[config.mk]
export PLATFORM = sky130hd
export DESIGN_NAME = tct_queue
export DESIGN_NICKNAME = d
export VERILOG_FILES = /design/src/sv/tct_pkg.sv /design/src/sv/tct_queue.sv
export SDC_FILE = /design/constraint.sdc
export NUM_CORES = 1
export LEC_CHECK = 0
export ABC_CLOCK_PERIOD_IN_PS = 5600
export BUFFER_PORTS_ARGS = -buffer_cell sky130_fd_sc_hd__buf_2
export CAP_MARGIN = 5
export CORE_ASPECT_RATIO = 1.75
export CORE_MARGIN = 3
export CORE_UTILIZATION = 58
export CTS_BUF_LIST = sky130_fd_sc_hd__clkbuf_4
export CTS_CLUSTER_DIAMETER = 60
export DETAILED_ROUTE_END_ITERATION = 8
export GPL_ROUTABILITY_DRIVEN = 0
export HOLD_SLACK_MARGIN = 0.02
export PLACE_DENSITY_LB_ADDON = 0.15
export SYNTH_ARGS = -nofsm -noshare
export SYNTH_HDL_FRONTEND = slang
export SYNTH_SLANG_ARGS = --single-unit
[constraint.sdc]
create_clock -name clk -period 5.6 [get_ports clk]
set_input_delay 0.84 -clock clk [delete_from_list [all_inputs] [get_ports clk]]
set_output_delay 0.84 -clock clk [all_outputs]
set_load 0.02 [all_outputs]
[src/sv/tct_pkg.sv]
package tct_pkg;

    // Default store geometry.
    localparam int DEFAULT_MAX_COLUMNS = 128;
    localparam int DEFAULT_MAX_ROWS    = 32;

    // Configuration port.
    localparam int CFG_DATA_W  = 8;
    localparam int CFG_INDEX_W = 1;

    localparam logic [CFG_INDEX_W-1:0] REG_SCREEN_COLUMNS = 1'b0;
    localparam logic [CFG_INDEX_W-1:0] REG_SCREEN_ROWS    = 1'b1;

    localparam logic [7:0] RESET_COLUMNS = 8'd80;
    localparam logic [5:0] RESET_ROWS    = 6'd25;

    // Request kinds.
    localparam logic KIND_PUT  = 1'b0;
    localparam logic KIND_READ = 1'b1;

    // Character codes with a meaning of their own.
    localparam logic [7:0] CHAR_LINE_FEED       = 8'h0A;
    localparam logic [7:0] CHAR_CARRIAGE_RETURN = 8'h0D;
    localparam logic [7:0] CHAR_BACKSPACE       = 8'h08;
    localparam logic [7:0] CHAR_TAB             = 8'h09;
    localparam logic [7:0] CHAR_SPACE           = 8'h20;

    // A tab writes this many space cells.
    localparam int TAB_CELLS = 4;

    // Depth of the queue between front and back; a power of two.
    localparam int QUEUE_DEPTH = 2;

    typedef enum logic [2:0] {
        OP_PUT_CHAR,
        OP_LINE_FEED,
        OP_CARRIAGE_RETURN,
        OP_BACKSPACE,
        OP_TAB,
        OP_READ
    } op_t;

    typedef struct packed {
        op_t        op;
        logic [7:0] char_code;
        logic [7:0] attribute;
        logic [4:0] read_row;
        logic [6:0] read_column;
    } entry_t;

    typedef enum logic [3:0] {
        ST_CLEAR,
        ST_IDLE,
        ST_DIV,
        ST_EXEC,
        ST_TAB,
        ST_CHECK,
        ST_MOVE,
        ST_FILL,
        ST_READ,
        ST_DONE
    } state_t;

endpackage

[src/sv/tct_queue.sv]
module tct_queue
    import tct_pkg::*;
(
    input  logic   clk,
    input  logic   rst_n,
    input  logic   push_valid,
    output logic   push_ready,
    input  entry_t push_entry,
    output logic   pop_valid,
    input  logic   pop_ready,
    output entry_t pop_entry
);

    localparam int PW = (QUEUE_DEPTH > 1) ? $clog2(QUEUE_DEPTH) : 1;
    localparam int NW = $clog2(QUEUE_DEPTH + 1);

    entry_t          slots [QUEUE_DEPTH];
    logic [PW-1:0]   wr_ptr_reg;
    logic [PW-1:0]   wr_ptr_next;
    logic [PW-1:0]   rd_ptr_reg;
    logic [PW-1:0]   rd_ptr_next;
    logic [NW-1:0]   count_reg;
    logic [NW-1:0]   count_next;
    logic            push;
    logic            pop;

    assign push_ready = (count_reg != NW'(QUEUE_DEPTH));
    assign pop_valid  = (count_reg != '0);
    assign pop_entry  = slots[rd_ptr_reg];
    assign push       = push_valid && push_ready;
    assign pop        = pop_valid && pop_ready;

    always_comb
    begin
        wr_ptr_next = push ? wr_ptr_reg + 1'b1 : wr_ptr_reg;
        rd_ptr_next = pop ? rd_ptr_reg + 1'b1 : rd_ptr_reg;
        count_next  = count_reg;
        if (push && !pop)
        begin
            count_next = count_reg + 1'b1;
        end
        else if (pop && !push)
        begin
            count_next = count_reg - 1'b1;
        end
    end

    always_ff @(posedge clk or negedge rst_n)
    begin
        if (!rst_n)
        begin
            wr_ptr_reg <= '0;
            rd_ptr_reg <= '0;
            count_reg  <= '0;
        end
        else
        begin
            wr_ptr_reg <= wr_ptr_next;
            rd_ptr_reg <= rd_ptr_next;
            count_reg  <= count_next;
        end
    end

    always_ff @(posedge clk)
    begin
        if (push)
        begin
            slots[wr_ptr_reg] <= push_entry;
        end
    end

endmodule

; ---- After elaboration in Yosys (flattened, before gate mapping)
; Memory sizes are Yosys's and may differ from the RTL's.
; Index checks and enable logic that the tools add are counted.
[word_totals]
register_bits = 4
mem_bits_rw = 62
mem_count = 1
[mem_list]
columns = memory, words, word_bits, read_ports, rd_clocked_by_memory_dff, wr, line
row1 = slots, 2, 31, 1, 0, 1, tct_queue.sv:17  ; entry_t slots [QUEUE_DEPTH];
[classes]
n_addsub = 4
eq_ne = 1
muxes = 4
n_reduce_logical = 8
[op_table]
columns = cell, n
row1 = 1-bit logical AND, 4
row2 = 2-bit two-way mux, 2
row3 = 2-bit nonzero test, 2
row4 = 1-bit adder (second input constant), 2
row5 = 2-bit by 1-bit adder with 2-bit output (second input constant), 1
row6 = 1-bit logical NOT, 2
row7 = 1-bit two-way mux, 2
row8 = 2-bit inequality test (second input constant), 1
row9 = 2-bit by 1-bit subtractor with 2-bit output (second input constant), 1

; ---- Logic depth before layout (Yosys ltp)
[depth]
depth_word = 6
depth_mapped = 7
depth_no_buf = 7

; ---- Worst setup path before layout
; OpenSTA, ideal clock, no wires.
[synth_path]
kind = in2reg
from = input push_valid
to = memory slots[0][0] (netlist name) (enable)
arrival_time_ns = 2.250
slack_ns = 2.931
stages = 2
n_path_buf = 0
path_cell_list = nand2_1 nor2_1
[synth_between]
elab_chain_len = 3
[synth_rtl]
columns = item, line
row1 = start: declaration, tct_queue.sv:6  ; input logic push_valid,
row2 = 1-bit logical AND, tct_queue.sv:30  ; assign push = push_valid && push_ready;
row3 = 1-bit two-way mux, tct_queue.sv:66  ; if (push)
row4 = 1-bit two-way mux (implied by the code), tct_queue.sv:68  ; slots[wr_ptr_reg] <= push_entry;
row5 = end: declaration, tct_queue.sv:17
; Every way passes these cells.

==> results by group <==
Timing
  • Final setup TNS: 0 ps
  • Clock Skews: 11.0 ps
  • Peak Freq: 355 MHz
  • Shortest period the worst path allows: 2810 ps
  • Crit share post-route: 50.3%
  • Slew HR: 35.3%
  • Hold slack: 230 ps
  • Max Slew Vio Count: 0
  • RSZ-0062 raised after global routing: false
  • Final setup fails: 0
  • Setup slack after layout: 2790 ps
  • Slew @ Worst Pin: 970 ps
  • Final Hold Vio Count: 0

Route
  • Residual DRC: 0
  • Post-route ant nets: 0
  • Routed WL: 3.81 mm
  • Routed length per instance: 15.6 um
  • DR pass1 iterations: 5
  • Detail-routed via count per cell: 5.13
  • 1st-iter DRT viols: 20
  • Via count: 1,251

Yosys
  • Cells after synthesis: 115
  • Mapped Nets: 151
  • Distinct cell type count after synthesis: 16
  • Syn Area/Cell: 22.5 um^2
  • Post-Syn Area: 2590 um^2
  • Synth warn: 0
  • Synth Register Bits: 66
  • Sequential fraction of the synthesis area: 75.8%

Die
  • Starting Density: 61.2%
  • Die Ht: 94.4 um
  • Die area: 5330 um^2
  • Row cnt: 31
  • Die width: 56.5 um
  • IO Pins: 68
  • Core area: 4230 um^2

Power
  • LEAKAGE: 1.24 nW
  • Internal power: 1.05 mW
  • PwrDens: 520 nW/um^2
  • Sw power: 0.528 mW
  • Overall power: 1.57 mW
  • Maximum vdd drop: 0.431 mV
  • Part of the power in registers: 49.1%
  • Sw frac: 33.5%
  • Comb pwr share: 36.0%
  • Clk pwr share: 14.8%

CTS
  • Root Driver: clkbuf_4
  • Post-CTS Setup Bufs: 0
  • Worst skew pair latency: 390 ps
  • Num CTS Buffers: 9
  • Resized cells post-CTS: 0
  • Worst-path clk slew: 100 ps
  • Longest Clk Path Bufs: 2
  • CTS tree: built
  • CTS Sinks: 66
  • H-tree Lvls: 3
  • CTS Hold Buffers Added: 0

Final layout
  • Antenna diode count: 0
  • Area taken by multi-input logic gates: 558 um^2
  • P&R area growth vs syn: 17.0%
  • Max FFs per register: 62
  • Fillers: 280
  • Layout net count: 226
  • Storage element area: 1960 um^2
  • Share of cells above drive strength 1: 57.9%
  • Final instance area: 3030 um^2
  • Final non-filler cell total: 244
  • Core Util, Final: 71.6%

GRT
  • Most crowded layer after global routing: met2
  • Grt met2 use: 25.4%
  • Initial antenna violation count: 0
  • GR Util All Layers: 15.9%
  • Met3 Use GR: 7.52%
  • Vias in the first global route: 1,346
  • First-pass GRT wire length: 6.12 mm
  • Largest net degree at the start of global routing: 33
  • GRT overflow: 0
  • Grt met1 use: 16.7%

Critical path
  • Element type at the critical path end: output pin
  • CP Launch Type: flip-flop
  • CP Data Arrival Time: 1970 ps
  • Crit Path Max Fanout: 32
  • CP required: 4760 ps
  • CP Class: reg -> out

Flow run
  • Max-cap viol count: 0

Placement
  • Pre-CTS WS: 3170 ps
  • Cell Area, Placed: 2930 um^2
  • Hpwl dp: 2.63 mm
  • Inst Count DP: 228
  • PortBufs: 67

Status
  • Outcome: finished, final reports clean

Hold path
  • Hold WC Path Type: in -> async
## cell type report
| type | instances | share of cell area, % |
|---|---|---|
| repair buffers | 68 | 11.3 |
| flip-flops and latches | 66 | 64.8 |
| inverters | 1 | 0.124 |
| clock inverters | 6 | 0.785 |
| multi-input cells | 44 | 18.4 |
| well taps | 49 | 2.02 |
| clock buffers | 10 | 2.48 |
## critical path, stage by stage, from the launching register on
cell and delay (ps):
dfrtp_2 1020, mux2_2 410, buf_2 160
## synthesized netlist by cell type (all sizes together)
cell | n | share of area [%]
edfxtp | 62 | 72
mux2 | 31 | 18
buf | 4 | 2.8
dfrtp | 4 | 3.9
xnor2 | 3 | 1.0
nand2 | 2 | 0.39
nor2 | 2 | 0.29
xor2 | 2 | 0.68
and3 | 1 | 0.24
ha | 1 | 0.48
inv | 1 | 0.14
nand2b | 1 | 0.24
or2 | 1 | 0.24
## layer usage
layer / up-vias / wire length (um) / part of all wire [%]
li1: 595 / - / -
met1: 597 / 1360 / 36
met2: 50 / 2040 / 54
met3: 9 / 313 / 8.2
met4: 0 / 90 / 2.4
met5: - / 0 / 0
## power by group through the flow
stage,logic (mW),registers [mW],clock network (mW)
3_5_place_dp,0.576,0.788,0
2_1_floorplan,0.524,0.717,0
3_3_place_gp,0.566,0.778,0
4_1_cts,0.577,0.777,0.245
6_report,0.567,0.773,0.233
5_1_grt,0.606,0.792,0.263
## cells by family (layout without fill, tap and decap cells)
family | count (synthesis) | in the layout | share of synthesized area (%)
xor gates and xnor gates | 5 | 5 | 1.69
buffers and inverters | 5 | 85 | 2.90
muxes | 31 | 31 | 17.7
DFF | 66 | 66 | 75.8
and+or+nand+nor | 7 | 7 | 1.40
adders and majority gates | 1 | 1 | 0.483
## layout by cell type (no fill, tap or decap), drive strengths merged
| cell | synthesis | final |
|---|---|---|
| inv | 1 | 1 |
| clkbuf | 0 | 10 |
| edfxtp | 62 | 62 |
| nor2 | 2 | 2 |
| and3 | 1 | 1 |
| clkinv | 0 | 6 |
| buf | 4 | 68 |
| dfrtp | 4 | 4 |
| nand2 | 2 | 2 |
| xnor2 | 3 | 3 |
| xor2 | 2 | 2 |
| or2 | 1 | 1 |
| ha | 1 | 1 |
| mux2 | 31 | 31 |
| nand2b | 1 | 1 |
## worst paths after layout
path / startpoint / endpoint / slack, ps / depth (start not counted)
max reg2reg: count_reg[0]$_DFFE_PN0P_ / slots[1][4]$_DFFE_PP_ / 3730 / 3
min reg2reg: count_reg[1]$_DFFE_PN0P_ / count_reg[1]$_DFFE_PN0P_ / 500 / 1
max: rd_ptr_reg$_DFFE_PN0P_ / pop_entry[11] / 2790 / 2
min: rst_n / wr_ptr_reg$_DFFE_PN0P_ / 230 / 1
max in group asynchronous: rst_n / rd_ptr_reg$_DFFE_PN0P_ / 5220 / 1
min in group clk: count_reg[1]$_DFFE_PN0P_ / count_reg[1]$_DFFE_PN0P_ / 500 / 1
(Power assumes the default switching activity.)
