`src/sv/tct_pkg.sv`:
```
package tct_pkg;

    // Default store geometry.
    localparam int DEFAULT_MAX_COLUMNS = 128;
    localparam int DEFAULT_MAX_ROWS    = 32;

    // Configuration port.
    localparam int CFG_DATA_W  = 8;
    localparam int CFG_INDEX_W = 1;

    localparam logic [CFG_INDEX_W-1:0] REG_SCREEN_COLUMNS = 1'b0;
    localparam logic [CFG_INDEX_W-1:0] REG_SCREEN_ROWS    = 1'b1;

    localparam logic [7:0] RESET_COLUMNS = 8'd80;
    localparam logic [5:0] RESET_ROWS    = 6'd25;

    // Request kinds.
    localparam logic KIND_PUT  = 1'b0;
    localparam logic KIND_READ = 1'b1;

    // Character codes with a meaning of their own.
    localparam logic [7:0] CHAR_LINE_FEED       = 8'h0A;
    localparam logic [7:0] CHAR_CARRIAGE_RETURN = 8'h0D;
    localparam logic [7:0] CHAR_BACKSPACE       = 8'h08;
    localparam logic [7:0] CHAR_TAB             = 8'h09;
    localparam logic [7:0] CHAR_SPACE           = 8'h20;

    // A tab writes this many space cells.
    localparam int TAB_CELLS = 4;

    // Depth of the queue between front and back; a power of two.
    localparam int QUEUE_DEPTH = 2;

    typedef enum logic [2:0] {
        OP_PUT_CHAR,
        OP_LINE_FEED,
        OP_CARRIAGE_RETURN,
        OP_BACKSPACE,
        OP_TAB,
        OP_READ
    } op_t;

    typedef struct packed {
        op_t        op;
        logic [7:0] char_code;
        logic [7:0] attribute;
        logic [4:0] read_row;
        logic [6:0] read_column;
    } entry_t;

    typedef enum logic [3:0] {
        ST_CLEAR,
        ST_IDLE,
        ST_DIV,
        ST_EXEC,
        ST_TAB,
        ST_CHECK,
        ST_MOVE,
        ST_FILL,
        ST_READ,
        ST_DONE
    } state_t;

endpackage

```
`src/sv/tct_front.sv`:
```
module tct_front
    import tct_pkg::*;
(
    input  logic       clk,
    input  logic       rst_n,
    input  logic       clearing,
    input  logic       in_valid,
    output logic       in_ready,
    input  logic       kind,
    input  logic [7:0] char_code,
    input  logic [7:0] attribute,
    input  logic [4:0] read_row,
    input  logic [6:0] read_column,
    output logic       push_valid,
    input  logic       push_ready,
    output entry_t     push_entry
);

    logic   valid_reg;
    logic   valid_next;
    entry_t entry_reg;
    entry_t entry_next;
    logic   accept;

    assign in_ready   = !clearing && (!valid_reg || push_ready);
    assign accept     = in_valid && in_ready;
    assign push_valid = valid_reg;
    assign push_entry = entry_reg;

    always_comb
    begin
        entry_next.char_code   = char_code;
        entry_next.attribute   = attribute;
        entry_next.read_row    = read_row;
        entry_next.read_column = read_column;
        if (kind == KIND_READ)
        begin
            entry_next.op = OP_READ;
        end
        else
        begin
            case (char_code)
                CHAR_LINE_FEED:       entry_next.op = OP_LINE_FEED;
                CHAR_CARRIAGE_RETURN: entry_next.op = OP_CARRIAGE_RETURN;
                CHAR_BACKSPACE:       entry_next.op = OP_BACKSPACE;
                CHAR_TAB:             entry_next.op = OP_TAB;
                default:              entry_next.op = OP_PUT_CHAR;
            endcase
        end
    end

    always_comb
    begin
        if (accept)
        begin
            valid_next = 1'b1;
        end
        else if (push_ready)
        begin
            valid_next = 1'b0;
        end
        else
        begin
            valid_next = valid_reg;
        end
    end

    always_ff @(posedge clk or negedge rst_n)
    begin
        if (!rst_n)
        begin
            valid_reg <= 1'b0;
        end
        else
        begin
            valid_reg <= valid_next;
        end
    end

    always_ff @(posedge clk)
    begin
        if (accept)
        begin
            entry_reg <= entry_next;
        end
    end

endmodule

```
`config.mk`:
```
export PLATFORM = sky130hd
export DESIGN_NAME = tct_front
export DESIGN_NICKNAME = d
export VERILOG_FILES = /design/src/sv/tct_pkg.sv /design/src/sv/tct_front.sv
export SDC_FILE = /design/constraint.sdc
export NUM_CORES = 1
export LEC_CHECK = 0
export BUFFER_PORTS_ARGS = -buffer_cell sky130_fd_sc_hd__buf_2
export CORE_UTILIZATION = 35
export CTS_BUF_LIST = sky130_fd_sc_hd__clkbuf_2
export DETAILED_ROUTE_END_ITERATION = 8
export GPL_TIMING_DRIVEN = 0
export PLACE_DENSITY_LB_ADDON = 0.08
export SYNTH_ARGS = -nofsm -noshare
export SYNTH_HDL_FRONTEND = slang
export SYNTH_SLANG_ARGS = --single-unit
```
`constraint.sdc`:
```
create_clock -name clk -period 2.9 [get_ports clk]
set_input_delay 0.29 -clock clk [delete_from_list [all_inputs] [get_ports clk]]
set_output_delay 0.29 -clock clk [all_outputs]
set_load 0.05 [all_outputs]
```
# Word-level counts from Yosys, hierarchy flattened
# Cells that the tools add are included.
# classes
mux	3
n_reduce_logical	6
n_eq_ne	4
# ops
cell	n
$eq 8x4->1 const B	4
$pmux 3 s4	1
$logic_and 1x1->1	2
$logic_not 1->1	2
$mux 1	2
$reduce_bool 2->1	1
$logic_or 1x1->1	1
# word_totals
word_cells	19
regBits	32
in_bits	34
output_inout_bits	33

# Longest topological paths before layout
# Gate-level depths: netlist of run 1.
# logic_depth
word_depth	5
mapped_depth	2
depth_no_buf	2

# Worst setup path before layout of run 1
# No wires, ideal clock.
# synth_timing
path_type	register -> register
from	register valid_reg, in the netlist push_valid
to	register entry_reg, in the netlist push_entry[0], enable pin
path_slack_ps	375
arrival_time_ps	2106
period_less_slack_ps	2525
path_stages_with_launch	3
path_buffers	0
setup_time_ps	419
t_required_ps	2481
cell_sequence	dfrtp_1 > nor2b_1 > nor2_1
# synth_via
elab_chain_cells	4
# synth_rtl
item	line	rtl
from (decl)	tct_front.sv:19	logic valid_reg;
from (signal assigned)	tct_front.sv:76	valid_reg <= valid_next;
$logic_not 1->1	tct_front.sv:25	assign in_ready = !clearing && (!valid_reg || push_ready);
$logic_or 1x1->1	tct_front.sv:25	
$logic_and 1x1->1	tct_front.sv:25	
$logic_and 1x1->1	tct_front.sv:26	assign accept = in_valid && in_ready;
net accept	tct_front.sv:23	logic accept;
to (signal assigned)	tct_front.sv:84	entry_reg <= entry_next;
to (decl)	tct_front.sv:21	entry_t entry_reg;
# The timed path passes the listed nets, and every way through them passes these cells.
# A chain may end at the register's enable or synchronous reset.

# Worst setup path in the final report of run 1
# layout_timing
from	register valid_reg, in the netlist push_valid
to	register entry_reg, in the netlist push_entry[20], enable pin
# The elaborated chain is that of the path after synthesis.

==> results of run 1 <==
path summary, 6_finish.rpt:
kind | start | end | slack [ns] | cells after the start
max in group asynchronous | rst_n | push_valid | 2.60 | 2
min reg2reg | push_valid | push_valid | 0.72 | 2
min in group asynchronous | rst_n | push_valid | 0.22 | 2
max | push_valid | push_entry[20] | 1.13 | 3
min | attribute[2] | push_entry[14] | 0.10 | 1
max reg2reg | push_valid | push_entry[20] | 1.13 | 3
what timing repair did:
action / CTS / global route
setup endpoints to repair: 0 / 0
hold endpoints to repair: 1 / 0
hold buffers: 1 / 0
where the power goes:
group / switching, mW / internal, mW
Clock: 0.140 / 0.0540
Combinational: 0.0981 / 0.0383
Sequential: 0.00407 / 0.530
Total: 0.242 / 0.622
cell usage in the layout (no fill, tap or decap):
cell type,instances
edfxtp_1,31
nor4_2,1
inv_1,1
clkbuf_2,5
nand2b_1,2
buf_2,66
dfrtp_1,1
or3b_1,1
clkinv_1,1
nor2_2,1
nor2b_1,1
o21ai_1,1
xor2_1,1
buf_16,1
or4b_1,1
o31ai_2,1
dlygate4sd3_1,1
or3_4,1
clkinv_2,2
or2b_1,1
nor2_1,1
cells by family after synthesis:
| logic type | after synthesis | synth area share (%) |
|---|---|---|
| XOR/XNOR | 1 | 0.825 |
| AO/OA/AOI/OAI | 2 | 1.65 |
| buffers and inverters | 1 | 0.353 |
| flip-flops | 32 | 90.0 |
| AND/OR/NAND/NOR | 10 | 7.19 |
flip-flops by register name (all words and copies together) (netlist names):
| signal | cells |
|---|---|
| push_entry | 31 |
| push_valid | 1 |
area by class of cell:
class | instances | area share [%]
Clock buffer | 5 | 1.66
Multi-Input combinational cell | 13 | 6.96
Tap cell | 31 | 2.57
Inverter | 1 | 0.249
Sequential cell | 32 | 63.3
Timing Repair Buffer | 68 | 24.4
Clock inverter | 3 | 0.911
per-stage QoR:
stage          hold slack, ns  cells  power [mW]  setup WS (ns)  util [%]
2_1_floorplan        -0.00559     46       0.632          0.375         -
3_3_place_gp           0.0660    143       0.675          0.129      51.0
3_5_place_dp           0.0667    144       0.682           1.10      52.1
4_1_cts                0.0712    153       0.880           1.07      53.8
5_1_grt                0.0327    153       0.908           1.02      53.8
6_report                0.103    153       0.865           1.13      53.8
per-layer routing:
| metal | GRT usage [%] | share of wire [%] | vias to the layer above |
|---|---|---|---|
| met1 | 12.1 | 33 | 307 |
| met3 | 8.84 | 13 | 2 |
| met4 | 6.27 | 0.47 | 0 |
| li1 | - | - | 329 |
| met2 | 20.8 | 53 | 41 |
| met5 | 0 | 0 | - |
critical path, delay by kind of cell (launching register included):
kind / cells / cell delay, ns
and+or+nand+nor: 2 / 0.85
DFF: 1 / 0.40
buffers and inverters: 1 / 0.23
==> results.md, run 1 <==
- Outcome: finished, violations left
- Failing checks: DRC
- Crit start category: register
- Post_cts resized: 0
- CTS root buf: clkbuf_2
- Num CTS Buffers: 5
- Hpwl dp: between 1000 and 1500 um
- H-tree depth: 2
- Filler instances: ~250
- Rel. slew slack: approximately two fifths
- Pin count of the biggest net entering global routing: 17
- Mapped cell area: between 1000 and 1500 um2
- CP Data Arrival Time: ~1.8 ns
- Gate Count Post-Synth: 46
- Slowest library cell on the worst path: nor2_2
- Post-synth ARST share: 3.13%
- Drt drc: 12
- GP Congestion: approximately 0.62
- DRC violation total after the first TritonRoute iteration: 28
- GRT overflow: 0
- Multi-input gate area: 105 um2
- Die Y: roughly 57 um
- Area grow syn2layout: 42.2%
- Synth area leaders: edfxtp_1 (88%), dfrtp_1 (2.4%), nand2b_1 (1.2%)
- Final Cycle Share: about three fifths
- Fmax achieved: 566 MHz
- Largest stage delay on the critical path: between 0.6 and 0.7 ns
- Fin. Hold Viols: 0
- DRT antenna net count: 0
- Layout cells sized above 1: a little under two thirds
- Initial Util: a little under two fifths
- I/O pins: 67
- Vias per inst: between 4 and 5
- Worst Setup Path Type: reg2reg
- Buffer count from post-CTS setup fixing: 0
- Via count: 679
- Clock skew: 0.00786 ns
- CTS max path bufs: 2
- Synthesized flop and latch total: 32
- Post-synth top area share: around 90%
- Class of the worst hold path: in2reg
- Overall routing resource usage: approximately an eighth
- Count leader, synth: edfxtp_1
- Total power per unit cell area: 573 nW/um2
- Clock slew at reported path FFs: 0.16 ns
- Final setup vio count: 0
- Critical Path Sink Type: register
- Leak: about 0.65 nW
- Syn avg cell area: between 20 and 25 um2
- Peak supply drop: between 0.0003 and 0.0004 V
- Slew of the pin with the lowest slew margin: approximately 0.88 ns
- Clk_lat worst skew: around 0.35 ns
- Worst Path Max Fanout: 16
- Yosys warnings: 0
- Number of diodes: 0
- Syn_nets: 80
- Nets: 155
- Max Cap Viol: 0
- Core Area: 2810 um2
- First-pass GRT wire length: approximately 2900 um
- Worst path required time: between 2 and 3 ns
- Crit-path cells: nor2b_1 > nor2_2 > buf_16
- Synth unique cells: 14
- Rows: 19
- DP Area: approximately 1500 um2
- Die ar.: 3260 um2
- Storage element area: between 900 and 1000 um2
- Wire per inst: ~13 um
- Die width: around 57 um
- Final WL: around 1900 um
- Initial antenna violation count: 0
- Sum of negative setup slack: 0 ns
- Clock Sinks: 32
- Ys flop type: edfxtp_1
- Fin area: ~1500 um2
- Drt pass-1 iters: 7
- Most frequent cells after synthesis: edfxtp_1 (31), nand2b_1 (2), nor2_1 (2)
- Seq/Total Area, Yosys: roughly 90%
- Final Slew Violations: 0
- CTS tree: built
- Leading area contributor after synthesis: edfxtp_1
- Number of global-route vias before repair: between 600 and 700
- Post-layout min period: approximately 1.8 ns
- IO buf count: between 60 and 70
- RSZ-0062 raised after global routing: false
- EDFF count, synth: 31
No activity file was read; power rests on OpenSTA's default activity.
==> run 2, diff against run 1 <==
- clock period: 2.9 -> 1.8 ns (I/O delays scaled with it)
==> results.md, run 2 (synthesis results as in run 1) <==
- Die Y: 57.1 um
- Die width: roughly 57 um
- Sum of negative setup slack: 0 ns
- DRT antenna net count: 0
- Class of the worst hold path: in2reg
- Max Cap Viol: 0
- Layout cells sized above 1: 54.2%
- RSZ-0062 raised after global routing: false
- CTS max path bufs: 2
- Leading cell types in the layout, fill and taps excluded: buf_2 (66), edfxtp_1 (31), dlygate4sd3_1 (24), clkbuf_2 (7), nand2b_1 (2)
- Number of global-route vias before repair: around 800
- GRT overflow: 0
- Area grow syn2layout: 61.8%
- Fmax achieved: 611 MHz
- Vias per inst: roughly 4.5
- CTS root buf: clkbuf_2
- Num CTS Buffers: 5
- CTS tree: built
- Critical Path Sink Type: register
- Buffer count from post-CTS setup fixing: 0
- DRC violation total after the first TritonRoute iteration: 23
- Rel. slew slack: 42.6%
- I/O pins: 67
- Worst Setup Path Type: reg2reg
- Max FFs per register: 31
- Nets: approximately 180
- Final WL: between 2000 and 2500 um
- Filler instances: 224
- Drt pass-1 iters: 6
- Wire per inst: 12.8 um
- Commonest non-fill, non-tap cell in the layout: buf_2
- Clock skew: roughly 0.016 ns
- Pin count of the biggest net entering global routing: 32
- Pre-CTS setup slack: about 0.18 ns
- Die ar.: about 3300 um2
- Rows: 19
- Final setup vio count: 0
- Core Area: 2810 um2
- Post-layout min period: between 1.5 and 2 ns
- Number of diodes: 0
- Design Power: around 1.4 mW
- Final Worst Setup Slack: approximately 0.16 ns
- H-tree depth: 2
- Via count: ~800
- Cts hold-fix bufs: 24
- Final Slew Violations: 0
- Slew of the pin with the lowest slew margin: between 0.8 and 0.9 ns
- GP Congestion: around 0.64
- Fin. Hold Viols: 0
- First-pass GRT wire length: approximately 3400 um
- Clock Sinks: 32
- Placed Cells: between 100 and 150
- Outcome: finished, violations left
- Crit start category: register
- Failing checks: DRC
- Worst Path Max Fanout: 31
- Final Cycle Share: between 90 and 100%
- IO buf count: 66
- Final Non-Filler Cells: ~180
- Leak: 0.734 nW
- Overall routing resource usage: between 10% and 20%
- Clock slew at reported path FFs: approximately 0.16 ns
- Post_cts resized: 0
- Peak supply drop: between 0.0003 and 0.0004 V
- Drt drc: 11
- Clk_lat worst skew: 0.34 ns
- Initial Util: between 30 and 40%
- Worst path required time: about 1.8 ns
- Initial antenna violation count: 0
- CP Data Arrival Time: around 1.6 ns
- Total power per unit cell area: approximately 840 nW/um2
## run 2: cell types whose count changed in the layout (fill, tap and decap cells not counted), sizes merged
cell	previous run	this run
dlygate4sd3	1	24
buf	67	66
clkinv	3	1
clkbuf	5	7
## run 2: worst max-delay path, cell delays in order (launching register included)
cell and delay, ns:
dfrtp_1 0.41, nor2b_1 0.17, nor2_4 0.68
## run 2: metal layers
metal / vias to the layer above / share of wire, % / track usage (%)
li1: 373 / - / -
met5: - / 0 / 0
met1: 362 / 35 / 14.6
met4: 0 / 0.63 / 6.27
met2: 45 / 52 / 24.7
met3: 2 / 11 / 9.30
## run 2: final timing paths
kind	startpoint	end	slack [ns]	depth (start not counted)
hold / removal	char_code[7]	push_entry[27]	0.03	1
hold reg to reg	push_valid	push_valid	0.73	2
min in group asynchronous	rst_n	push_valid	0.11	2
setup reg to reg	push_valid	push_entry[30]	0.16	2
setup / recovery	push_valid	push_entry[30]	0.16	2
max in group asynchronous	rst_n	push_valid	1.61	2
## run 2: report_power, final
group          total [mW]  internal, mW  switching [mW]  leakage [nW]
registers           0.862         0.855         0.00699         0.302
logic               0.252        0.0879           0.165         0.399
clock network       0.329         0.106           0.223        0.0330
## run 2: through the flow
stage / util [%] / cell area, um2 / hold WS, ns
2_1_floorplan: - / 1070 / -0.116
6_report: 61.3 / 1720 / 0.0347
5_1_grt: 61.3 / 1720 / 0.00265
4_1_cts: 61.3 / 1720 / 0.00282
3_5_place_dp: 51.3 / 1440 / -0.0449
3_3_place_gp: 51.3 / 1440 / -0.0450
## run 2: cell type report
cell class                      count  area (um2)  share of cell area [%]
Clock inverter                      1        5.00                   0.291
Clock buffer                        7        35.0                    2.04
Multi-Input combinational cell     13         110                    6.40
Sequential cell                    32         956                    55.6
Tap cell                           31        38.8                    2.26
Timing Repair Buffer               90         571                    33.2
Inverter                            1        3.75                   0.218
